**src/hw/rtl/tdtb_pkg.sv**
```systemverilog
`timescale 1ns / 1ps
// ----------------------------------------------------------------------------
// Task delay timer bank package
// Field widths, command codes and fixed constants shared by the timer bank
// and its divide unit.
// ----------------------------------------------------------------------------
package tdtb_pkg;

    localparam int CMD_W    = 1;
    localparam int SLOT_W   = 5;
    localparam int DELAY_W  = 16;
    localparam int PERIOD_W = 10;
    localparam int COUNT_W  = 17;
    localparam int SEC_W    = 32;

    localparam int NUM_SLOTS_DEF = 32;
    localparam int MAX_RESULTS   = 32;
    localparam int MS_PER_SECOND = 1000;

    localparam logic [PERIOD_W-1:0] PERIOD_RESET = PERIOD_W'(2);

    localparam logic [CMD_W-1:0] CMD_SET  = 1'b0;
    localparam logic [CMD_W-1:0] CMD_TICK = 1'b1;

endpackage

```
**src/hw/rtl/tdtb_div.sv**
```systemverilog
`timescale 1ns / 1ps
// ----------------------------------------------------------------------------
// Delay divide unit
// Restoring divider that turns a delay in milliseconds into ticks, one
// quotient bit per cycle.
// ----------------------------------------------------------------------------
module tdtb_div (
    input  logic                            i_clk,
    input  logic                            i_rst_n,
    input  logic                            i_start,
    input  logic [tdtb_pkg::DELAY_W-1:0]    i_dividend,
    input  logic [tdtb_pkg::PERIOD_W-1:0]   i_divisor,
    output logic                            o_done,
    output logic [tdtb_pkg::DELAY_W-1:0]    o_quot
);
    import tdtb_pkg::*;

    localparam int CNT_W = $clog2(DELAY_W + 1);

    logic                  r_busy, n_busy;
    logic                  r_done, n_done;
    logic [CNT_W-1:0]      r_cnt, n_cnt;
    logic [PERIOD_W-1:0]   r_rem, n_rem;
    logic [DELAY_W-1:0]    r_quo, n_quo;
    logic [PERIOD_W-1:0]   r_dvs, n_dvs;
    logic [PERIOD_W:0]     trial;
    logic [PERIOD_W-1:0]   diff;
    logic                  ge;

    assign trial = {r_rem, r_quo[DELAY_W-1]};
    // When the trial value reaches the divisor the difference is below the
    // divisor, so the low bits hold it exactly.
    assign diff  = trial[PERIOD_W-1:0] - r_dvs;
    assign ge    = (trial >= {1'b0, r_dvs});

    always_comb begin
        n_busy = r_busy;
        n_done = 1'b0;
        n_cnt  = r_cnt;
        n_rem  = r_rem;
        n_quo  = r_quo;
        n_dvs  = r_dvs;
        if (i_start) begin
            n_busy = 1'b1;
            n_cnt  = CNT_W'(DELAY_W);
            n_rem  = '0;
            n_quo  = i_dividend;
            n_dvs  = i_divisor;
        end else if (r_busy) begin
            // The partial remainder always stays below the divisor.
            n_rem = ge ? diff : trial[PERIOD_W-1:0];
            n_quo = {r_quo[DELAY_W-2:0], ge};
            n_cnt = r_cnt - CNT_W'(1);
            if (r_cnt == CNT_W'(1)) begin
                n_busy = 1'b0;
                n_done = 1'b1;
            end
        end
    end

    always_ff @(posedge i_clk) begin
        if (!i_rst_n) begin
            r_busy <= 1'b0;
            r_done <= 1'b0;
            r_cnt  <= '0;
        end else begin
            r_busy <= n_busy;
            r_done <= n_done;
            r_cnt  <= n_cnt;
        end
        r_rem <= n_rem;
        r_quo <= n_quo;
        r_dvs <= n_dvs;
    end

    assign o_done = r_done;
    assign o_quot = r_quo;

endmodule

```
**src/hw/rtl/task_delay_timer_bank.sv**
```systemverilog
`timescale 1ns / 1ps
// ----------------------------------------------------------------------------
// Task delay timer bank
// Per-slot tick countdowns with wake reporting and a runtime seconds counter.
// ----------------------------------------------------------------------------
// One beat is taken at a time. A set command is accepted, then its delay is
// divided by the tick period in a bit-serial divide, then one write goes to
// the slot memory. A tick is accepted and adds its period to the
// millisecond accumulator, which then carries out one second per step
// (at most two); the walk then reads and rewrites each countdown in
// ascending order through the registered read port and the write port of
// the slot memory, and then the tick issues its closing result beat, all of
// which takes longer while the output stalls. Wake beats
// come out in ascending slot order; the last beat of each tick has o_last
// set, and a tick without expiries gives one beat with o_wake_valid low.
// Set commands give no output beat, and a set to a slot at or beyond
// NUM_SLOTS is dropped. A tick period of zero acts as one millisecond.
// Countdowns are cleared at reset through per-slot valid flags, so the block
// is ready on the first cycle after reset.
// ----------------------------------------------------------------------------
module task_delay_timer_bank #(
    parameter int NUM_SLOTS = tdtb_pkg::NUM_SLOTS_DEF
) (
    input  logic                            i_clk,
    input  logic                            i_rst_n,
    input  logic                            i_cfg_wr_en,
    input  logic [tdtb_pkg::PERIOD_W-1:0]   i_cfg_wr_data,
    input  logic                            i_in_valid,
    output logic                            o_in_stall,
    input  logic [tdtb_pkg::CMD_W-1:0]      i_command,
    input  logic [tdtb_pkg::SLOT_W-1:0]     i_task_slot,
    input  logic [tdtb_pkg::DELAY_W-1:0]    i_delay_ms,
    output logic                            o_out_valid,
    input  logic                            i_out_stall,
    output logic                            o_wake_valid,
    output logic [tdtb_pkg::SLOT_W-1:0]     o_wake_task,
    output logic [tdtb_pkg::SEC_W-1:0]      o_runtime_seconds,
    output logic                            o_last
);
    import tdtb_pkg::*;

    localparam int IDX_W = (NUM_SLOTS > 1) ? $clog2(NUM_SLOTS) : 1;
    localparam int NW_W  = $clog2(MAX_RESULTS + 1);
    localparam int SUB_W = PERIOD_W + 1;

    typedef enum logic [6:0] {
        S_IDLE  = 7'b0000001,
        S_DIV   = 7'b0000010,
        S_ACC   = 7'b0000100,
        S_RD    = 7'b0001000,
        S_UPD   = 7'b0010000,
        S_EMIT  = 7'b0100000,
        S_FINAL = 7'b1000000
    } t_state;

    t_state                 r_state, n_state;
    logic [PERIOD_W-1:0]    r_period;
    logic [PERIOD_W-1:0]    eff_period;
    logic [SUB_W-1:0]       r_sub, n_sub;
    logic [SEC_W-1:0]       r_sec, n_sec;
    logic [IDX_W-1:0]       r_idx, n_idx;
    logic [IDX_W-1:0]       r_set_slot, n_set_slot;
    logic [NW_W-1:0]        r_nwake, n_nwake;
    logic                   r_pend_valid, n_pend_valid;
    logic [SLOT_W-1:0]      r_pend_slot, n_pend_slot;

    logic                   r_out_valid, n_out_valid;
    logic                   r_out_wake, n_out_wake;
    logic [SLOT_W-1:0]      r_out_task, n_out_task;
    logic [SEC_W-1:0]       r_out_sec, n_out_sec;
    logic                   r_out_last, n_out_last;

    logic [COUNT_W-1:0]     r_mem [NUM_SLOTS];
    logic [NUM_SLOTS-1:0]   r_vbits;
    logic [COUNT_W-1:0]     r_rd_data;
    logic                   r_rd_vld;
    logic                   mem_we;
    logic [IDX_W-1:0]       mem_wa;
    logic [COUNT_W-1:0]     mem_wd;

    logic                   div_start;
    logic                   div_done;
    logic [DELAY_W-1:0]     div_quot;

    logic                   out_free;
    logic [COUNT_W-1:0]     cnt;
    logic                   hit;
    logic                   adv;

    assign eff_period = (r_period == '0) ? PERIOD_W'(1) : r_period;
    assign out_free   = !r_out_valid || !i_out_stall;
    // A slot never written since reset reads as a zero countdown.
    assign cnt        = r_rd_vld ? r_rd_data : '0;
    assign hit        = (cnt == COUNT_W'(1)) && (r_nwake < NW_W'(MAX_RESULTS));

    tdtb_div u_div (
        .i_clk      (i_clk),
        .i_rst_n    (i_rst_n),
        .i_start    (div_start),
        .i_dividend (i_delay_ms),
        .i_divisor  (eff_period),
        .o_done     (div_done),
        .o_quot     (div_quot)
    );

    always_comb begin
        n_state      = r_state;
        n_sub        = r_sub;
        n_sec        = r_sec;
        n_idx        = r_idx;
        n_set_slot   = r_set_slot;
        n_nwake      = r_nwake;
        n_pend_valid = r_pend_valid;
        n_pend_slot  = r_pend_slot;
        n_out_valid  = r_out_valid;
        n_out_wake   = r_out_wake;
        n_out_task   = r_out_task;
        n_out_sec    = r_out_sec;
        n_out_last   = r_out_last;
        mem_we       = 1'b0;
        mem_wa       = r_idx;
        mem_wd       = '0;
        div_start    = 1'b0;
        adv          = 1'b0;

        if (r_out_valid && !i_out_stall) begin
            n_out_valid = 1'b0;
        end

        case (r_state)
            S_IDLE: begin
                if (i_in_valid) begin
                    if (i_command == CMD_TICK) begin
                        n_sub        = r_sub + SUB_W'(eff_period);
                        n_idx        = '0;
                        n_nwake      = '0;
                        n_pend_valid = 1'b0;
                        n_state      = S_ACC;
                    end else if (32'(i_task_slot) < NUM_SLOTS) begin
                        n_set_slot = IDX_W'(i_task_slot);
                        div_start  = 1'b1;
                        n_state    = S_DIV;
                    end
                end
            end
            S_DIV: begin
                if (div_done) begin
                    mem_we  = 1'b1;
                    mem_wa  = r_set_slot;
                    mem_wd  = COUNT_W'(div_quot) + COUNT_W'(1);
                    n_state = S_IDLE;
                end
            end
            S_ACC: begin
                if (r_sub >= SUB_W'(MS_PER_SECOND)) begin
                    n_sub = r_sub - SUB_W'(MS_PER_SECOND);
                    n_sec = r_sec + SEC_W'(1);
                end else begin
                    n_state = S_RD;
                end
            end
            S_RD: begin
                n_state = S_UPD;
            end
            S_UPD: begin
                if (cnt != '0) begin
                    mem_we = 1'b1;
                    mem_wd = cnt - COUNT_W'(1);
                end
                // A wake is held back one step so the final one can carry o_last.
                if (hit) begin
                    n_nwake = r_nwake + NW_W'(1);
                    if (!r_pend_valid) begin
                        n_pend_valid = 1'b1;
                        n_pend_slot  = SLOT_W'(r_idx);
                        adv          = 1'b1;
                    end else if (out_free) begin
                        n_out_valid = 1'b1;
                        n_out_wake  = 1'b1;
                        n_out_task  = r_pend_slot;
                        n_out_sec   = r_sec;
                        n_out_last  = 1'b0;
                        n_pend_slot = SLOT_W'(r_idx);
                        adv         = 1'b1;
                    end else begin
                        n_state = S_EMIT;
                    end
                end else begin
                    adv = 1'b1;
                end
            end
            S_EMIT: begin
                if (out_free) begin
                    n_out_valid = 1'b1;
                    n_out_wake  = 1'b1;
                    n_out_task  = r_pend_slot;
                    n_out_sec   = r_sec;
                    n_out_last  = 1'b0;
                    n_pend_slot = SLOT_W'(r_idx);
                    adv         = 1'b1;
                end
            end
            S_FINAL: begin
                if (out_free) begin
                    n_out_valid = 1'b1;
                    n_out_wake  = r_pend_valid;
                    n_out_task  = r_pend_valid ? r_pend_slot : '0;
                    n_out_sec   = r_sec;
                    n_out_last  = 1'b1;
                    n_state     = S_IDLE;
                end
            end
            default: begin
                n_state = S_IDLE;
            end
        endcase

        if (adv) begin
            if (r_idx == IDX_W'(NUM_SLOTS - 1)) begin
                n_state = S_FINAL;
            end else begin
                n_idx   = r_idx + IDX_W'(1);
                n_state = S_RD;
            end
        end
    end

    always_ff @(posedge i_clk) begin
        if (!i_rst_n) begin
            r_state      <= S_IDLE;
            r_period     <= PERIOD_RESET;
            r_sub        <= '0;
            r_sec        <= '0;
            r_nwake      <= '0;
            r_pend_valid <= 1'b0;
            r_out_valid  <= 1'b0;
            r_idx        <= '0;
        end else begin
            r_state      <= n_state;
            if (i_cfg_wr_en) begin
                r_period <= i_cfg_wr_data;
            end
            r_sub        <= n_sub;
            r_sec        <= n_sec;
            r_nwake      <= n_nwake;
            r_pend_valid <= n_pend_valid;
            r_out_valid  <= n_out_valid;
            r_idx        <= n_idx;
        end
        r_set_slot  <= n_set_slot;
        r_pend_slot <= n_pend_slot;
        r_out_wake  <= n_out_wake;
        r_out_task  <= n_out_task;
        r_out_sec   <= n_out_sec;
        r_out_last  <= n_out_last;
    end

    // Slot countdown memory: one write port, one registered read port.
    always_ff @(posedge i_clk) begin
        if (mem_we) begin
            r_mem[mem_wa] <= mem_wd;
        end
        if (r_state == S_RD) begin
            r_rd_data <= r_mem[r_idx];
        end
    end

    always_ff @(posedge i_clk) begin
        if (!i_rst_n) begin
            r_vbits  <= '0;
            r_rd_vld <= 1'b0;
        end else begin
            if (mem_we) begin
                r_vbits[mem_wa] <= 1'b1;
            end
            if (r_state == S_RD) begin
                r_rd_vld <= r_vbits[r_idx];
            end
        end
    end

    assign o_in_stall        = (r_state != S_IDLE);
    assign o_out_valid       = r_out_valid;
    assign o_wake_valid      = r_out_wake;
    assign o_wake_task       = r_out_task;
    assign o_runtime_seconds = r_out_sec;
    assign o_last            = r_out_last;

    a_tick_start: assert property (@(posedge i_clk) disable iff (!i_rst_n)
        (i_in_valid && !o_in_stall && i_command == CMD_TICK)
        |=> (r_state == S_ACC && r_nwake == '0 && !r_pend_valid))
        else $error("tick beat did not start the accumulator update");

    a_sub_range: assert property (@(posedge i_clk) disable iff (!i_rst_n)
        (r_state == S_RD) |-> (r_sub < SUB_W'(MS_PER_SECOND)))
        else $error("millisecond accumulator not normalized before the walk");

    a_final_beat: assert property (@(posedge i_clk) disable iff (!i_rst_n)
        (r_state == S_FINAL && out_free)
        |=> (o_out_valid && o_last && r_state == S_IDLE))
        else $error("closing beat of a tick was not issued");

    a_emit_wait: assert property (@(posedge i_clk) disable iff (!i_rst_n)
        (r_state == S_EMIT) |-> (r_pend_valid && r_out_valid))
        else $error("waiting on output without a held wake");

    a_wake_cap: assert property (@(posedge i_clk) disable iff (!i_rst_n)
        r_nwake <= NW_W'(MAX_RESULTS))
        else $error("wake count exceeded the per-tick cap");

endmodule

```
**config.mk**
```make
export PLATFORM = sky130hd
export DESIGN_NAME = task_delay_timer_bank
export DESIGN_NICKNAME = d
export VERILOG_FILES = /design/src/hw/rtl/tdtb_pkg.sv /design/src/hw/rtl/tdtb_div.sv /design/src/hw/rtl/task_delay_timer_bank.sv
export SDC_FILE = /design/constraint.sdc
export NUM_CORES = 1
export LEC_CHECK = 0
export ABC_AREA = 1
export BUFFER_PORTS_ARGS = -buffer_cell sky130_fd_sc_hd__buf_2
export CELL_PAD_IN_SITES_DETAIL_PLACEMENT = 0
export CELL_PAD_IN_SITES_GLOBAL_PLACEMENT = 1
export CORE_MARGIN = 5
export CORE_UTILIZATION = 30
export CTS_BUF_LIST = sky130_fd_sc_hd__clkbuf_8
export CTS_CLUSTER_SIZE = 25
export DETAILED_ROUTE_END_ITERATION = 8
export GPL_TIMING_DRIVEN = 0
export PLACE_DENSITY_LB_ADDON = 0.1
export SLEW_MARGIN = 20
export SYNTH_ARGS = -nofsm -noshare
export SYNTH_HDL_FRONTEND = slang
export SYNTH_HIERARCHICAL = 1
export SYNTH_SLANG_ARGS = --single-unit
```
**constraint.sdc**
```tcl
create_clock -name i_clk -period 5.89 [get_ports i_clk]
set_clock_uncertainty 0.15 [all_clocks]
set_input_delay 1.178 -clock i_clk [delete_from_list [all_inputs] [get_ports i_clk]]
set_output_delay 1.178 -clock i_clk [all_outputs]
set_load 0.05 [all_outputs]
```
* Word level (Yosys, flattened, before mapping)
Memory sizes are Yosys's and may differ from the RTL's. A register that Yosys moved wholly into a read port is not among the register bits.
Cells that the tools add are included.
W data, S select, Z words.
** Word-level totals
- Register bits after elaboration :: 198
- Bits in latches :: 0
- RAM bits :: 544
- Memory bits (read-only) :: 0
- Input port bits :: 37
- Output and inout port bits :: 41
- Word-level logic and storage cells :: 182
- Memories :: 1
** Memory list
- r_mem :: words 32, bits a word 17, read ports 1, clocked after Yosys merged registers in 1, write ports 1, RTL line task_delay_timer_bank.sv:73 : logic [COUNT_W-1:0] r_mem [NUM_SLOTS];
** Operators by class
- Add/sub/neg operators :: 9
- Multiply operators :: 0
- Div/mod/pow operators :: 0
- Order comparisons :: 6
- Equality and inequality tests :: 25
- Shift-type cells :: 0
- Mux-type cells :: 89
- Bitwise operators :: 4
- Reductions and logical operators :: 25
** Operator list (number)
- $mux W32 :: 3
- $mux W5 :: 17
- $pmux W32 S2 :: 1
- $mux W7 :: 9
- $mux W17 :: 3
- $pmux W7 S7 :: 1
- $pmux W17 S2 :: 1
- $mux W11 :: 3
- $add A32 B1 Y32 const B :: 1
- $mux W16 :: 2
- $or A32 B32 Y32 :: 1
- $mux W1 :: 31
- $pmux W11 S2 :: 1
- $mux W10 :: 2
- $mux W6 :: 3
- $ne A3 B3 Y1 const B :: 6
- $add A16 B1 Y17 const B :: 1
- $eq A17 B1 Y1 const B :: 1
- $reduce_bool A17 Y1 :: 1
- $sub A17 B1 Y17 const B :: 1
- $pmux W5 S3 :: 1
- $ne A2 B2 Y1 const B :: 7
- $lt A5 B6 Y1 const B :: 2
- $pmux W6 S2 :: 1
- other kinds (40) :: 58

* Depth between registers and ports, before layout
- Depth after elaboration :: 8
- Mapped depth :: 16
- Gate-level depth less buffers :: 16

* By module
The synthesis kept the hierarchy.
** Modules (own cells, without submodules)
- task_delay_timer_bank :: instances 1, cells each 2740, area an instance 30356.6 um2, seq. area each 20439.6 um2
- tdtb_div :: instances 1, cells each 296, area an instance 2344.7 um2, seq. area each 1121.1 um2

* Worst setup path after synthesis
Ideal clock, no wire load.
- Path kind :: reg-to-reg
- From :: reg r_rd_vld
- To :: reg r_out_sec[0], in the netlist o_runtime_seconds[0] (enable)
- Setup time :: 0.421 ns
- Arrival :: 3.241 ns
- Required time :: 5.319 ns
- Setup slack :: 2.077 ns
- Stages on the path, launching flop included :: 16
- Path buffers :: 2
- Clock period less this slack :: 3.813 ns
- Cell sequence :: dfxtp_1 > buf_4 > buf_2 > nand2_1 > inv_1 > ha_1 > nand2_1 > nor2_1 > nand2_1 > nor2_1 > nand3_1 > inv_1 > nand2_1 > nand2_1 > inv_1 > nor2_1
** On the way
- Word-level cells in the longest chain between the ends :: 5
** RTL lines
- start, declared :: RTL line task_delay_timer_bank.sv:76 : logic r_rd_vld;
- start signal, assigned :: RTL line task_delay_timer_bank.sv:277 : r_rd_vld <= r_vbits[r_idx];
- $mux W17 :: RTL line task_delay_timer_bank.sv:93 : assign cnt = r_rd_vld ? r_rd_data : '0;
- $eq A17 B1 Y1 :: RTL line task_delay_timer_bank.sv:94 : assign hit = (cnt == COUNT_W'(1)) && (r_nwake < NW_W'(MAX_RESULTS));
- $logic_and A1 B1 Y1 :: RTL line task_delay_timer_bank.sv:94
- $ne A2 B2 Y1 (no source line)
- $reduce_and A3 Y1 (no source line)
- end signal, assigned :: RTL line task_delay_timer_bank.sv:254 : r_out_sec <= n_out_sec;
- end, declared :: RTL line task_delay_timer_bank.sv:70 : logic [SEC_W-1:0] r_out_sec, n_out_sec;
Every way passes these cells.
A chain may end at the register's enable or synchronous reset.

* Worst setup path in the final report
- From :: reg r_rd_vld
- To :: mem r_mem[6][5] (enable)
** On the way
- Word-level cells in the longest chain between the ends :: 6
** RTL lines
- $mux W17 :: RTL line task_delay_timer_bank.sv:93
- $reduce_bool A17 Y1 :: RTL line task_delay_timer_bank.sv:166 : if (cnt != '0) begin
- $mux W1 :: RTL line task_delay_timer_bank.sv:166
- $pmux W1 S2 :: RTL line task_delay_timer_bank.sv:130 : case (r_state)
- $mux W1 :: RTL line task_delay_timer_bank.sv:260 : if (mem_we) begin
- $mux W1 (not written as such) :: RTL line task_delay_timer_bank.sv:261 : r_mem[mem_wa] <= mem_wd;
- end, declared :: RTL line task_delay_timer_bank.sv:73
Every way passes these cells.

==> flow_summary.yaml <==
run_status:
  status: "finished, final reports clean"
pwr:
  p_sw_frac: 0.302
  power.internal_mw: 8.98
  power_frac_seq: 0.472
  max-vdd-ir-drop_mv: 0.151
  power_switching_mw: 3.88
  finalPower_mw: 12.9
  combPwrFrac: 0.149
  p_clk_frac: 0.379
  p_leak_nw: 12.5
  powerDensity_nw_per_um2: 335
global_route:
  overflow: 0
  antenna_found_initial: 8
  groute.usage.overall: 0.205
  grt_max_degree: 30
  grt_pass1_wl_um: 173000
  grt_pass1_vias: 24363
finish:
  multi_input_area_sq_um: 9890
  fillers: 11003
  drive_gt1_frac: 0.122
  fin_util: 0.354
  final-seq-area_sq_um: 21600
  fin_nets: 3355
  area_delta_synth_final_pct: 17.5
routing:
  wl_um: 122000
  initialDrtViolationCount: 2023
  vias: 24526
  drc: 0
  via_per_inst: 5.10
  first_pass_iters: 5
  routedWlPerCell_um: 25.3
  antenna_left: 0
timing:
  hold_viol: 0
  fin_crit_sh: 0.742
  finalWorstSetupSlack_ns: 1.52
  slew_headroom: 0.222
  maxSlewViolCount: 0
  hold_ws_ns: 0.301
  min_period_ns: 4.37
  tightest_slew_ns: 1.17
  fin_setup_tns_ns: 0
  max_freq_ghz: 0.229
  setup_viol: 0
  rsz0062_at_grt: "false"
clock_network:
  tritoncts: "done"
  cts_made_buffers: 142
  clk_pin_slew_worst_paths_ns: 0.05
  cts_max_path_buffers: 3
  cts_setup_buffers: 0
  post_cts_resized: 0
  htreeDepth: 4
  cts.sinks: 759
  holdBufCountCts: 0
  insertion_delay_ns: 0.87
  clockRootBuffer: "clkbuf_8"
synth:
  synth_area_sq_um: 32700
  synthTopCellsByCount: "636 x edfxtp_1, 442 x nor2_1, 411 x nand2_1, 381 x o21ai_0, 201 x inv_1"
  synth_top_area_frac: 0.584
  synthesis.nets: 3105
  ys_async_sr_fraction: 0
  ys_seq_area_frac: 0.659
  synth_most_common_cell: "edfxtp_1"
  synth_flop_cell: "edfxtp_1"
  yosysTopAreaCell: "edfxtp_1"
  ys_seq_elements: 759
  yosys_warnings: 6
  synth_edf_count: 636
  synth_area_leaders: "edfxtp_1 58%, dfxtp_1 7.5%, o21ai_0 5.8%, nor2_1 5.1%, nand2_1 4.7%"
  avgSynthCellArea_sq_um: 10.8
  synth_cell_types: 50
  synthCells: 3036
run:
  maxCapViolCount: 0
worst_setup_path:
  rrSetupSlack_ns: 1.52
  crit_type: "flop to flop"
  end_kind: "flop"
  crit_required_ns: 5.99
  worstSetupStartpointType: "flop"
  cp_max_fo: 17
  cp_slowest_cell: "clkinv_1"
  worstPathArrival_ns: 4.47
  crit_buf_inv: 4
  critPathTopFamily: "buffers and inverters"
  crit_path_max_incr_delay_ns: 0.86
  path_cells: "buf_4 -> buf_2 -> nand2_1 -> ha_1 -> nand2_1 -> nor2_2 -> nand2_2 -> nor2_4 -> nand2_2 -> o21ai_4 -> nand2_4 -> buf_6 -> nand3_1 -> clkinv_1"
hold_path:
  min_path_type: "flop to flop"
die:
  fp.dieW_um: 340
  rows: 121
  initial_core_util: 0.301
  die-height_um: 340
  die-area_sq_um: 116000
  num_io_pins: 78
  core_area_sq_um: 109000
placed_design:
  post-dp-hpwl_um: 85400
  port_buffers: 77
  place_congestion: 0.848
  place_ws_ns: 1.92
-- worst paths after layout --
kind	depth (start not counted)	endpoint	from
hold reg to reg	2	r_vbits[1]	r_vbits[1]
setup reg to reg	14	r_mem[6][5]	r_rd_vld
hold / removal	2	r_vbits[1]	r_vbits[1]
setup / recovery	14	r_mem[6][5]	r_rd_vld
-- layout make-up --
| cell class | count | area share |
|---|---|---|
| flip-flops and latches | 759 | 0.561 |
| multi-input cells | 1901 | 0.257 |
| clock buffers | 148 | 0.0530 |
| well taps | 1414 | 0.0460 |
| repair buffers | 106 | 0.0271 |
| inverters | 212 | 0.0207 |
| plain buffers | 164 | 0.0189 |
| clock inverters | 101 | 0.0159 |
| diodes | 3 | 0.000195 |
-- power by group through the flow --
stage               registers [mW]  logic, mW  clock network [mW]
floorplan                     6.19       1.23                   0
global placement              6.19       1.88                   0
detailed placement            6.19       1.92                   0
CTS                           6.08       1.93                5.02
global route                  6.10       2.14                5.24
finish                        6.08       1.92                4.87
-- state kept, by name (all words and copies together), names as in the netlist, 5 cells and up --
name               cells
o_wake_task            5
r_state                7
r_sec                 32
o_runtime_seconds     32
u_div/o_quot          16
r_period              10
r_vbits               32
r_pend_slot            5
u_div/r_cnt            5
r_nwake                6
r_rd_data             17
u_div/r_dvs           10
r_mem                544
r_idx                  5
u_div/r_rem           10
r_set_slot             5
r_sub                 11
-- worst register-to-register path, stage by stage, from the launching register on --
cell and delay (ns):
dfxtp_1 0.37, buf_4 0.20, buf_2 0.19, nand2_1 0.16, ha_1 0.20, nand2_1 0.08, nor2_2 0.16, nand2_2 0.10
nor2_4 0.15, nand2_2 0.09, o21ai_4 0.49, nand2_4 0.23, buf_6 0.22, nand3_1 0.13, clkinv_1 0.86
-- kinds of logic after synthesis --
kind of cell / after synthesis / share of synthesized area
compound gates: 701 / 0.125
xor+xnor: 46 / 0.0123
fa+ha+maj: 32 / 0.0127
buf+inv: 376 / 0.0466
flops: 759 / 0.659
simple gates: 1122 / 0.144
-- through the flow --
| step | instances | cell area, sq um |
|---|---|---|
| 2_1_floorplan | 3036 | 32700 |
| 3_3_place_gp | 4527 | 34900 |
| 3_5_place_dp | 4556 | 35800 |
| 4_1_cts | 4805 | 38400 |
| 5_1_grt | 4806 | 38400 |
| 6_report | 4808 | 38400 |
-- cell usage in the layout (no fill, tap or decap), types with 5 or more instances in the layout --
cell type and instances:
xnor2_1 13, nor3_1 18, o22ai_4 7, dfxtp_1 123
buf_6 6, nor2_4 11, o21a_1 15, clkinv_8 5
nor3b_1 6, clkbuf_8 148, inv_1 225, buf_4 8
nand2_2 12, o21ai_4 11, inv_8 5, nor2_2 6
clkinv_1 41, o21ai_1 10, o22ai_1 26, buf_2 112
inv_2 20, edfxtp_1 636, o221ai_1 104, nor2_1 434
xor2_1 33, a31oi_1 8, nand3b_1 14, a21oi_1 129
buf_16 16, nand3_1 176, clkbuf_1 108, clkinv_2 9
buf_1 8, buf_12 9, nand2_1 411, ha_1 30
nand4_1 16, o21ai_0 371
-- routing by layer --
metal	GRT usage	vias up	wire length [um]
met3	0.0354	155	7110
met4	0.0542	0	2620
met1	0.279	12278	54200
met5	0	-	0
li1	-	11312	-
met2	0.342	781	57700
Note: power is estimated with default switching activity, not from simulation.
